===== src/design/lom_pkg.sv =====
// Shared types and constants for the limit order matcher.
package lom_pkg;

	localparam int unsigned BookDepthDefault = 32;

	localparam logic FuncAdd    = 1'b0;
	localparam logic FuncCancel = 1'b1;
	localparam logic SideBuy    = 1'b0;
	localparam logic SideSell   = 1'b1;

	localparam logic KindTrade = 1'b0;
	localparam logic KindDone  = 1'b1;

	localparam logic [1:0] StDone    = 2'd0;
	localparam logic [1:0] StRested  = 2'd1;
	localparam logic [1:0] StFull    = 2'd2;
	localparam logic [1:0] StIgnored = 2'd3;

	typedef struct packed {
		logic        func;
		logic        side;
		logic [15:0] price;
		logic [23:0] quantity;
		logic [31:0] order_id;
	} req_t;

	typedef struct packed {
		logic        kind;
		logic [23:0] trade_quantity;
		logic [15:0] trade_price;
		logic [31:0] counter_id;
		logic [23:0] rested_quantity;
		logic [1:0]  status;
		logic [5:0]  removed_count;
		logic        last;
	} rsp_t;

	// Controller to datapath commands.
	typedef struct packed {
		logic load;       // capture the request
		logic scan_clr;   // reset scan index and best tracker
		logic scan_step;  // evaluate one slot
		logic cancel_step;// cancel check on one slot
		logic fill;       // apply fill against best
		logic rest;       // place remainder into free slot
		logic emit_trade;
		logic emit_done;
	} cmd_t;

	// Datapath to controller status.
	typedef struct packed {
		logic is_cancel;
		logic qty_zero;   // nothing left to fill
		logic scan_last;
		logic best_found;
		logic fill_done;  // a fill against the best slot uses up the remainder
	} sts_t;

endpackage


===== src/design/lom_ctrl.sv =====
// Controller state machine for the limit order matcher.
module lom_ctrl (
	input  logic          clk,
	input  logic          arst_n,
	input  logic          start,
	output logic          busy,
	input  lom_pkg::sts_t sts,
	output lom_pkg::cmd_t cmd
);
	import lom_pkg::*;

	typedef enum logic [5:0] {
		S_IDLE   = 6'b000001,
		S_DECODE = 6'b000010,
		S_CANCEL = 6'b000100,
		S_SCAN   = 6'b001000,
		S_FILL   = 6'b010000,
		S_FINISH = 6'b100000
	} state_t;

	state_t state_q, state_d;

	assign busy = (state_q != S_IDLE);

	// Next state and commands
	always_comb begin
		state_d = state_q;
		cmd = '0;
		unique case (state_q)
			S_IDLE: begin
				if (start) begin
					cmd.load = 1'b1;
					state_d = S_DECODE;
				end
			end
			S_DECODE: begin
				cmd.scan_clr = 1'b1;
				if (sts.is_cancel) state_d = S_CANCEL;
				else if (sts.qty_zero) state_d = S_FINISH;
				else state_d = S_SCAN;
			end
			S_CANCEL: begin
				cmd.cancel_step = 1'b1;
				if (sts.scan_last) state_d = S_FINISH;
			end
			S_SCAN: begin
				cmd.scan_step = 1'b1;
				if (sts.scan_last) state_d = S_FILL;
			end
			S_FILL: begin
				if (sts.best_found) begin
					cmd.fill = 1'b1;
					cmd.emit_trade = 1'b1;
					cmd.scan_clr = 1'b1;
					state_d = S_SCAN;
					if (sts.fill_done) state_d = S_FINISH;
				end else begin
					state_d = S_FINISH;
				end
			end
			S_FINISH: begin
				cmd.emit_done = 1'b1;
				cmd.rest = 1'b1;
				state_d = S_IDLE;
			end
			default: state_d = S_IDLE;
		endcase
	end

	always_ff @(posedge clk or negedge arst_n) begin
		if (!arst_n) state_q <= S_IDLE;
		else state_q <= state_d;
	end

endmodule


===== src/design/lom_datapath.sv =====
// Order table, scan tracker and result formatting for the limit order matcher.
module lom_datapath #(
	parameter int unsigned BOOK_DEPTH = lom_pkg::BookDepthDefault
) (
	input  logic          clk,
	input  logic          arst_n,
	input  lom_pkg::req_t req,
	input  lom_pkg::cmd_t cmd,
	output lom_pkg::sts_t sts,
	output logic          valid,
	output lom_pkg::rsp_t result
);
	import lom_pkg::*;

	localparam int unsigned IdxW = $clog2(BOOK_DEPTH);

	logic [BOOK_DEPTH-1:0] vld_q;
	logic [BOOK_DEPTH-1:0] side_q;
	logic [15:0] price_q [BOOK_DEPTH];
	logic [23:0] qty_q   [BOOK_DEPTH];
	logic [31:0] id_q    [BOOK_DEPTH];
	logic [31:0] stamp_q [BOOK_DEPTH];
	logic [31:0] arrival_q;

	req_t        req_q;
	logic [23:0] rem_q;
	logic [IdxW-1:0] idx_q;
	logic        best_ok_q;
	logic [IdxW-1:0] best_q;
	logic [15:0] bprice_q;
	logic [31:0] bage_q;
	logic [5:0]  removed_q;
	logic        valid_q;
	rsp_t        result_q;
	rsp_t        rsp_d;

	// Candidate slot under scan
	logic [15:0] c_price;
	logic [31:0] c_age;
	logic        c_ok, c_better;
	always_comb begin
		c_price = price_q[idx_q];
		c_age   = arrival_q - stamp_q[idx_q];
		c_ok    = vld_q[idx_q] && (side_q[idx_q] != req_q.side) &&
			((req_q.side == SideBuy) ? (c_price <= req_q.price)
			                         : (c_price >= req_q.price));
		if (!best_ok_q) c_better = 1'b1;
		else if (c_price != bprice_q)
			c_better = (req_q.side == SideBuy) ? (c_price < bprice_q)
			                                   : (c_price > bprice_q);
		else c_better = c_age < bage_q;
	end

	// Fill amount against the best slot
	logic [23:0] fill_qty;
	assign fill_qty = (rem_q < qty_q[best_q]) ? rem_q : qty_q[best_q];

	// Lowest free slot
	logic          free_ok;
	logic [IdxW-1:0] free_idx;
	always_comb begin
		free_ok = 1'b0;
		free_idx = '0;
		for (int i = BOOK_DEPTH - 1; i >= 0; i--) begin
			if (!vld_q[i]) begin
				free_ok = 1'b1;
				free_idx = IdxW'(i);
			end
		end
	end

	always_comb begin
		sts.is_cancel  = (req_q.func == FuncCancel);
		sts.qty_zero   = (rem_q == '0);
		sts.scan_last  = (idx_q == IdxW'(BOOK_DEPTH - 1));
		sts.best_found = best_ok_q;
		sts.fill_done  = (rem_q == fill_qty);
	end

	// Next result record
	always_comb begin
		rsp_d = '0;
		if (cmd.emit_trade) begin
			rsp_d.kind           = KindTrade;
			rsp_d.trade_quantity = fill_qty;
			rsp_d.trade_price    = (req_q.side == SideBuy) ? price_q[best_q] : req_q.price;
			rsp_d.counter_id     = id_q[best_q];
		end
		if (cmd.emit_done) begin
			rsp_d.kind = KindDone;
			rsp_d.last = 1'b1;
			if (sts.is_cancel) begin
				rsp_d.status = StDone;
				rsp_d.removed_count = removed_q;
			end else if (req_q.quantity == '0) rsp_d.status = StIgnored;
			else if (rem_q == '0) rsp_d.status = StDone;
			else if (free_ok) begin
				rsp_d.status = StRested;
				rsp_d.rested_quantity = rem_q;
			end else rsp_d.status = StFull;
		end
	end

	// Control state of the table
	always_ff @(posedge clk or negedge arst_n) begin
		if (!arst_n) begin
			vld_q     <= '0;
			arrival_q <= '0;
			valid_q   <= 1'b0;
		end else begin
			valid_q <= cmd.emit_trade | cmd.emit_done;
			if (cmd.cancel_step && vld_q[idx_q] && id_q[idx_q] == req_q.order_id)
				vld_q[idx_q] <= 1'b0;
			if (cmd.fill && qty_q[best_q] == fill_qty)
				vld_q[best_q] <= 1'b0;
			if (cmd.rest && !sts.is_cancel && rem_q != '0 && free_ok) begin
				vld_q[free_idx] <= 1'b1;
				arrival_q <= arrival_q + 32'd1;
			end
		end
	end

	// Payload registers
	always_ff @(posedge clk) begin
		if (cmd.load) begin
			req_q <= req;
			rem_q <= req.quantity;
			removed_q <= '0;
		end
		if (cmd.scan_clr) begin
			idx_q <= '0;
			best_ok_q <= 1'b0;
		end
		if (cmd.scan_step || cmd.cancel_step) begin
			if (!sts.scan_last) idx_q <= idx_q + IdxW'(1);
		end
		if (cmd.scan_step && c_ok && c_better) begin
			best_ok_q <= 1'b1;
			best_q    <= idx_q;
			bprice_q  <= c_price;
			bage_q    <= c_age;
		end
		if (cmd.cancel_step && vld_q[idx_q] && id_q[idx_q] == req_q.order_id)
			removed_q <= removed_q + 6'd1;
		if (cmd.fill) begin
			rem_q <= rem_q - fill_qty;
			qty_q[best_q] <= qty_q[best_q] - fill_qty;
		end
		if (cmd.rest && !sts.is_cancel && rem_q != '0 && free_ok) begin
			side_q[free_idx]  <= req_q.side;
			price_q[free_idx] <= req_q.price;
			qty_q[free_idx]   <= rem_q;
			id_q[free_idx]    <= req_q.order_id;
			stamp_q[free_idx] <= arrival_q;
		end
		result_q <= rsp_d;
	end

	assign valid  = valid_q;
	assign result = result_q;

endmodule


===== src/design/limit_order_matcher.sv =====
// A cancel checks every slot once for a matching id; an add with a nonzero quantity scans
// the whole table before each fill, and once more when a remainder is left after the fills.
// Each scan visits one slot per cycle to find the best order.
// One transaction at a time; results come on a strobe, and the
// receiver cannot stall them. Reset empties the book and clears the stamp counter.
module limit_order_matcher #(
	parameter int unsigned BOOK_DEPTH = lom_pkg::BookDepthDefault
) (
	input  logic          clk,
	input  logic          arst_n,
	input  logic          start,
	output logic          busy,
	input  lom_pkg::req_t request,
	output logic          strobe,
	output lom_pkg::rsp_t result
);
	import lom_pkg::*;

	cmd_t cmd;
	sts_t sts;

	lom_ctrl u_ctrl (
		.clk(clk), .arst_n(arst_n), .start(start), .busy(busy),
		.sts(sts), .cmd(cmd)
	);

	lom_datapath #(.BOOK_DEPTH(BOOK_DEPTH)) u_dp (
		.clk(clk), .arst_n(arst_n), .req(request), .cmd(cmd), .sts(sts),
		.valid(strobe), .result(result)
	);

	// A completion record ends the transaction: block returns to idle
	assert property (@(posedge clk) disable iff (!arst_n)
		strobe && result.last |-> !busy)
		else $error("completion without return to idle");

	// Trade records always carry a nonzero fill
	assert property (@(posedge clk) disable iff (!arst_n)
		strobe && !result.last |-> result.trade_quantity != '0)
		else $error("zero fill trade");

	// No result while idle before a start
	assert property (@(posedge clk) disable iff (!arst_n)
		!busy && !$past(busy) |-> !strobe)
		else $error("result without transaction");
endmodule


===== config.mk =====
export PLATFORM = sky130hd
export DESIGN_NAME = limit_order_matcher
export DESIGN_NICKNAME = d
export VERILOG_FILES = /design/src/design/lom_pkg.sv /design/src/design/lom_ctrl.sv /design/src/design/lom_datapath.sv /design/src/design/limit_order_matcher.sv
export SDC_FILE = /design/constraint.sdc
export NUM_CORES = 2
export LEC_CHECK = 0
export ABC_CLOCK_PERIOD_IN_PS = 22400
export BUFFER_PORTS_ARGS = -buffer_cell sky130_fd_sc_hd__buf_2
export CORE_MARGIN = 2
export CORE_UTILIZATION = 34
export DETAILED_ROUTE_END_ITERATION = 7
export PLACE_DENSITY = 0.6
export RECOVER_POWER = 50
export SLEW_MARGIN = 20
export SYNTH_ARGS = -nofsm -noshare
export SYNTH_HDL_FRONTEND = slang
export SYNTH_HIERARCHICAL = 1
export SYNTH_SLANG_ARGS = --single-unit
export TNS_END_PERCENT = 30

===== constraint.sdc =====
create_clock -name clk -period 22.4 [get_ports clk]
set_input_delay 3.36 -clock clk [delete_from_list [all_inputs] [get_ports clk]]
set_output_delay 3.36 -clock clk [all_outputs]
set_load 0.02 [all_outputs]

==> summary.md <==
| Metric | Value |
|---|---|
| Setup TNS Final | 0 ns |
| Io pins | 185 |
| Synthesized area | 0.165 sq mm |
| Via-per-instance ratio | a little over 6 |
| Critical path required time | between 20 and 25 ns |
| TritonCTS clock tree | done |
| Endpoints failing setup | 0 |
| Cts hold-fix bufs | 0 |
| Slew headroom | -3.81 |
| Wire per inst | ~33 um |
| HP Class | flip-flop to flip-flop |
| Least-Margin Pin Slew | between 7 and 8 ns |
| Root Buffer | clkbuf_16 |
| RSZ-0062 raised after global routing | false |
| Worst vdd ir | 0.0000697 V |
| DR WL met2 | 255000 um |
| DP Worst Slack | ~12 ns |
| Fin crit period | 14.85 ns |
| Clk Latency, worst-skew pair | a little over 1 ns |
| Commonest cells after routing, fill and taps aside | 3517 x edfxtp_1, 1115 x mux4_2, 848 x nand2_1 |
| Area delta synth->final | 12.9% |
| F_max | 67.4 MHz |
| First-pass GRT wire length | around 760000 um |
| CP max FO | 63 |
| DIE AREA | slightly below 0.5 sq mm |
| DRT antenna net count | 0 |
| Routed vias | between 100k and 150k |
| CTS resizes | 0 |
| Clk buf depth | 4 |
| DRT Pass-1 Iters | 6 |
| Worst-path cell chain | clkbuf_1 > clkbuf_1 > mux4_2 > a221oi_1 > and3_1 > ha_1 > o31ai_1 > a211oi_1 > o21a_1 > o31a_1 > or4_1 > a31o_2 > a21oi_1 > xnor2_1 > ha_1 > a21o_1 > a211o_1 > nor4_1 > nor3_1 > nor2_4 > buf_4 > mux2_2 |
| Rows | 255 |
| Routed length on met3 | 61800 um |
| Fin. Hold Viols | 0 |
| Final nets | 10300 |
| Post-synth EDFFs | 3517 |
| Die height | roughly 700 um |
| Vias in the first global route | 99400 |
| Status | complete, but fails checks |
| Top Layer Used | met5 |
| Average cell area after synthesis | 16.6 sq um |
| Final hold slack | roughly 0.56 ns |
| Clock transition at path regs | 0.06 ns |
| Cts bufs inserted | 382 |
| Failing checks | max-capacitance violations, max-slew violations |
| Clock sinks | 3705 |
| Gr usage total | 0.217 |
| Max Slew Vio Count | 2192 |
| Leak | 56.3 nW |
| Post-synth top area cell | edfxtp_1 |
| Overflow after GRT | 0 |
| Pwr/cell area | 95.5 mW/mm^2 |
| Syn_nets | slightly above 10000 |
| DRC Markers | 0 |
| Pin count of the biggest net entering global routing | 142 |
| WL met1 | 210000 um |
| Sequential fraction of the synthesis area | 0.665 |
| Ys Warns | 6 |
| Synth unique cells | 87 |
| Synth area leaders | edfxtp_1 64%, mux4_2 15%, mux2i_1 2.7%, o21ai_0 2.2%, nand2_1 1.9% |
| CP arrival | about 16 ns |
| Post-synthesis cell count | 9952 |
| Synth Register Bits | 3705 |
| Critical Path Source Type | flip-flop |
| Placed cell count | 16100 |
| Setup crit end kind | flip-flop |
| DP HPWL | 297000 um |
| Share of layout cells above drive strength 1 | 0.218 |
| Non-filler instance count after layout | 16800 |
| DR iter-0 viols | 15900 |
| Critical path class | flip-flop to flip-flop |
| Final period util | 0.663 |
| MaxCap Viol Count | 69 |
| Most common cell after layout, fill and taps aside | edfxtp_1 |
| Total Power | around 18 mW |
| Final worst slack | approximately 7.6 ns |
| Post-CTS Setup Bufs | 0 |
| Starting density of the core | 0.342 |
| Gp weighted congestion | 0.882 |
| Detailed-route wire length | 550000 um |
| Clock skew after layout | 0.0811 ns |
| Yosys top cell area share | 0.640 |
| Max incr delay on CP | between 3 and 4 ns |
| I/O Buffers | 184 |
| Total core area | between 0.4 and 0.5 sq mm |
| Ys async rst share | 0.0192 |
| Htree depth | 5 |
| Initial antenna violation count | 23 |
| Horiz. Die Dim | ~700 um |
| Post-synth top flop | edfxtp_1 |
| Critical-path top delay cell | clkbuf_1 |
## layout make-up
class | count | area, sq um
clock inverters | 221 | 2320
inverters | 190 | 779
flip-flops and latches | 3705 | 110000
diodes | 19 | 47.5
multi-input cells | 5295 | 52200
fillers | 43700 | 296000
well taps | 6425 | 8040
repair buffers | 486 | 3030
clock buffers | 483 | 10200
## worst max-delay path: cells and delay by family (launching register included)
| kind | cells | cell delay, ns |
|---|---|---|
| AOI/OAI and AO/OA | 9 | 2.57 |
| xor gates and xnor gates | 1 | 0.18 |
| adders and majority gates | 2 | 0.56 |
| buffers and inverters | 3 | 6.36 |
| DFF | 1 | 2.28 |
| muxes | 2 | 1.06 |
| and+or+nand+nor | 5 | 1.58 |
## metrics by stage
| stage | instance area (sq um) | util |
|---|---|---|
| floorplan | 165000 | - |
| global placement | 174000 | 0.361 |
| detailed placement | 174000 | 0.361 |
| CTS | 187000 | 0.387 |
| global route | 186000 | 0.386 |
| finish | 186000 | 0.386 |
## Yosys cell counts (29+ instances only)
| library cell | number |
|---|---|
| edfxtp_1 | 3517 |
| clkbuf_1 | 511 |
| nand3_1 | 73 |
| a22o_1 | 29 |
| nor4_1 | 71 |
| a22oi_1 | 277 |
| nand2_1 | 848 |
| mux2_2 | 68 |
| inv_1 | 186 |
| and2_1 | 46 |
| ha_1 | 170 |
| dfxtp_1 | 117 |
| buf_2 | 109 |
| nor3_1 | 39 |
| o21ai_0 | 726 |
| mux4_2 | 1115 |
| a221oi_1 | 31 |
| dfrtp_1 | 70 |
| a21oi_1 | 206 |
| mux2i_1 | 449 |
| o22ai_1 | 197 |
| xnor2_1 | 74 |
| nand4_1 | 61 |
| xor2_1 | 52 |
| a21o_1 | 56 |
| buf_1 | 128 |
| nor2_1 | 320 |
| and3_1 | 57 |
## worst paths after layout
kind / to / startpoint / depth (start not counted) / slack (ns)
max reg2reg: flip-flop / u_dp/idx_q[1] / 22 / 7.55
max: flip-flop / u_dp/idx_q[1] / 22 / 7.55
max in group asynchronous: u_dp/vld_q[21] / arst_n / 2 / 15.95
min reg2reg: u_ctrl/state_q[4] / u_ctrl/state_q[2] / 1 / 0.56
min: u_ctrl/state_q[4] / u_ctrl/state_q[2] / 1 / 0.56
min in group asynchronous: u_dp/arrival_q[23] / arst_n / 1 / 2.51
## state kept, by name, summed over array words and instances (netlist names), named ones only
name	cells
u_dp/side_q	32
u_dp/vld_q	32
u_dp/valid	1
u_dp/best_q	5
u_dp/bage_q	32
u_dp/qty_q	768
u_dp/rem_q	24
u_ctrl/state_q	6
u_dp/idx_q	5
u_dp/result	106
u_dp/bprice_q	16
u_dp/arrival_q	32
u_dp/removed_q	6
u_dp/stamp_q	1024
u_dp/sts	1
u_dp/price_q	512
u_dp/req_q	73
u_dp/best_ok_q	1
u_dp/id_q	1024
## layer usage
| metal | track usage | vias to the layer above |
|---|---|---|
| met5 | 0 | - |
| met4 | 0.0797 | 16 |
| met3 | 0.0406 | 1229 |
| met2 | 0.345 | 6866 |
| met1 | 0.297 | 53200 |
| li1 | - | 40300 |
## where the power goes
group          switching (mW)  internal, mW  total [mW]
clock network            2.79          3.64        6.43
registers               0.176          8.21        8.39
logic                    1.91          1.07        2.98
## kinds of logic (layout without fill, tap and decap cells)
group	count (synthesis)	in the layout	synth area share
xor+xnor	126	126	0.00669
flops	3705	3705	0.665
fa+ha+maj	173	173	0.0133
mux	1633	1633	0.184
other cells	0	19	0
buf+inv	952	1380	0.0228
simple gates	1653	1653	0.0453
compound gates	1710	1710	0.0630
Power figures use the tool's default switching activity.
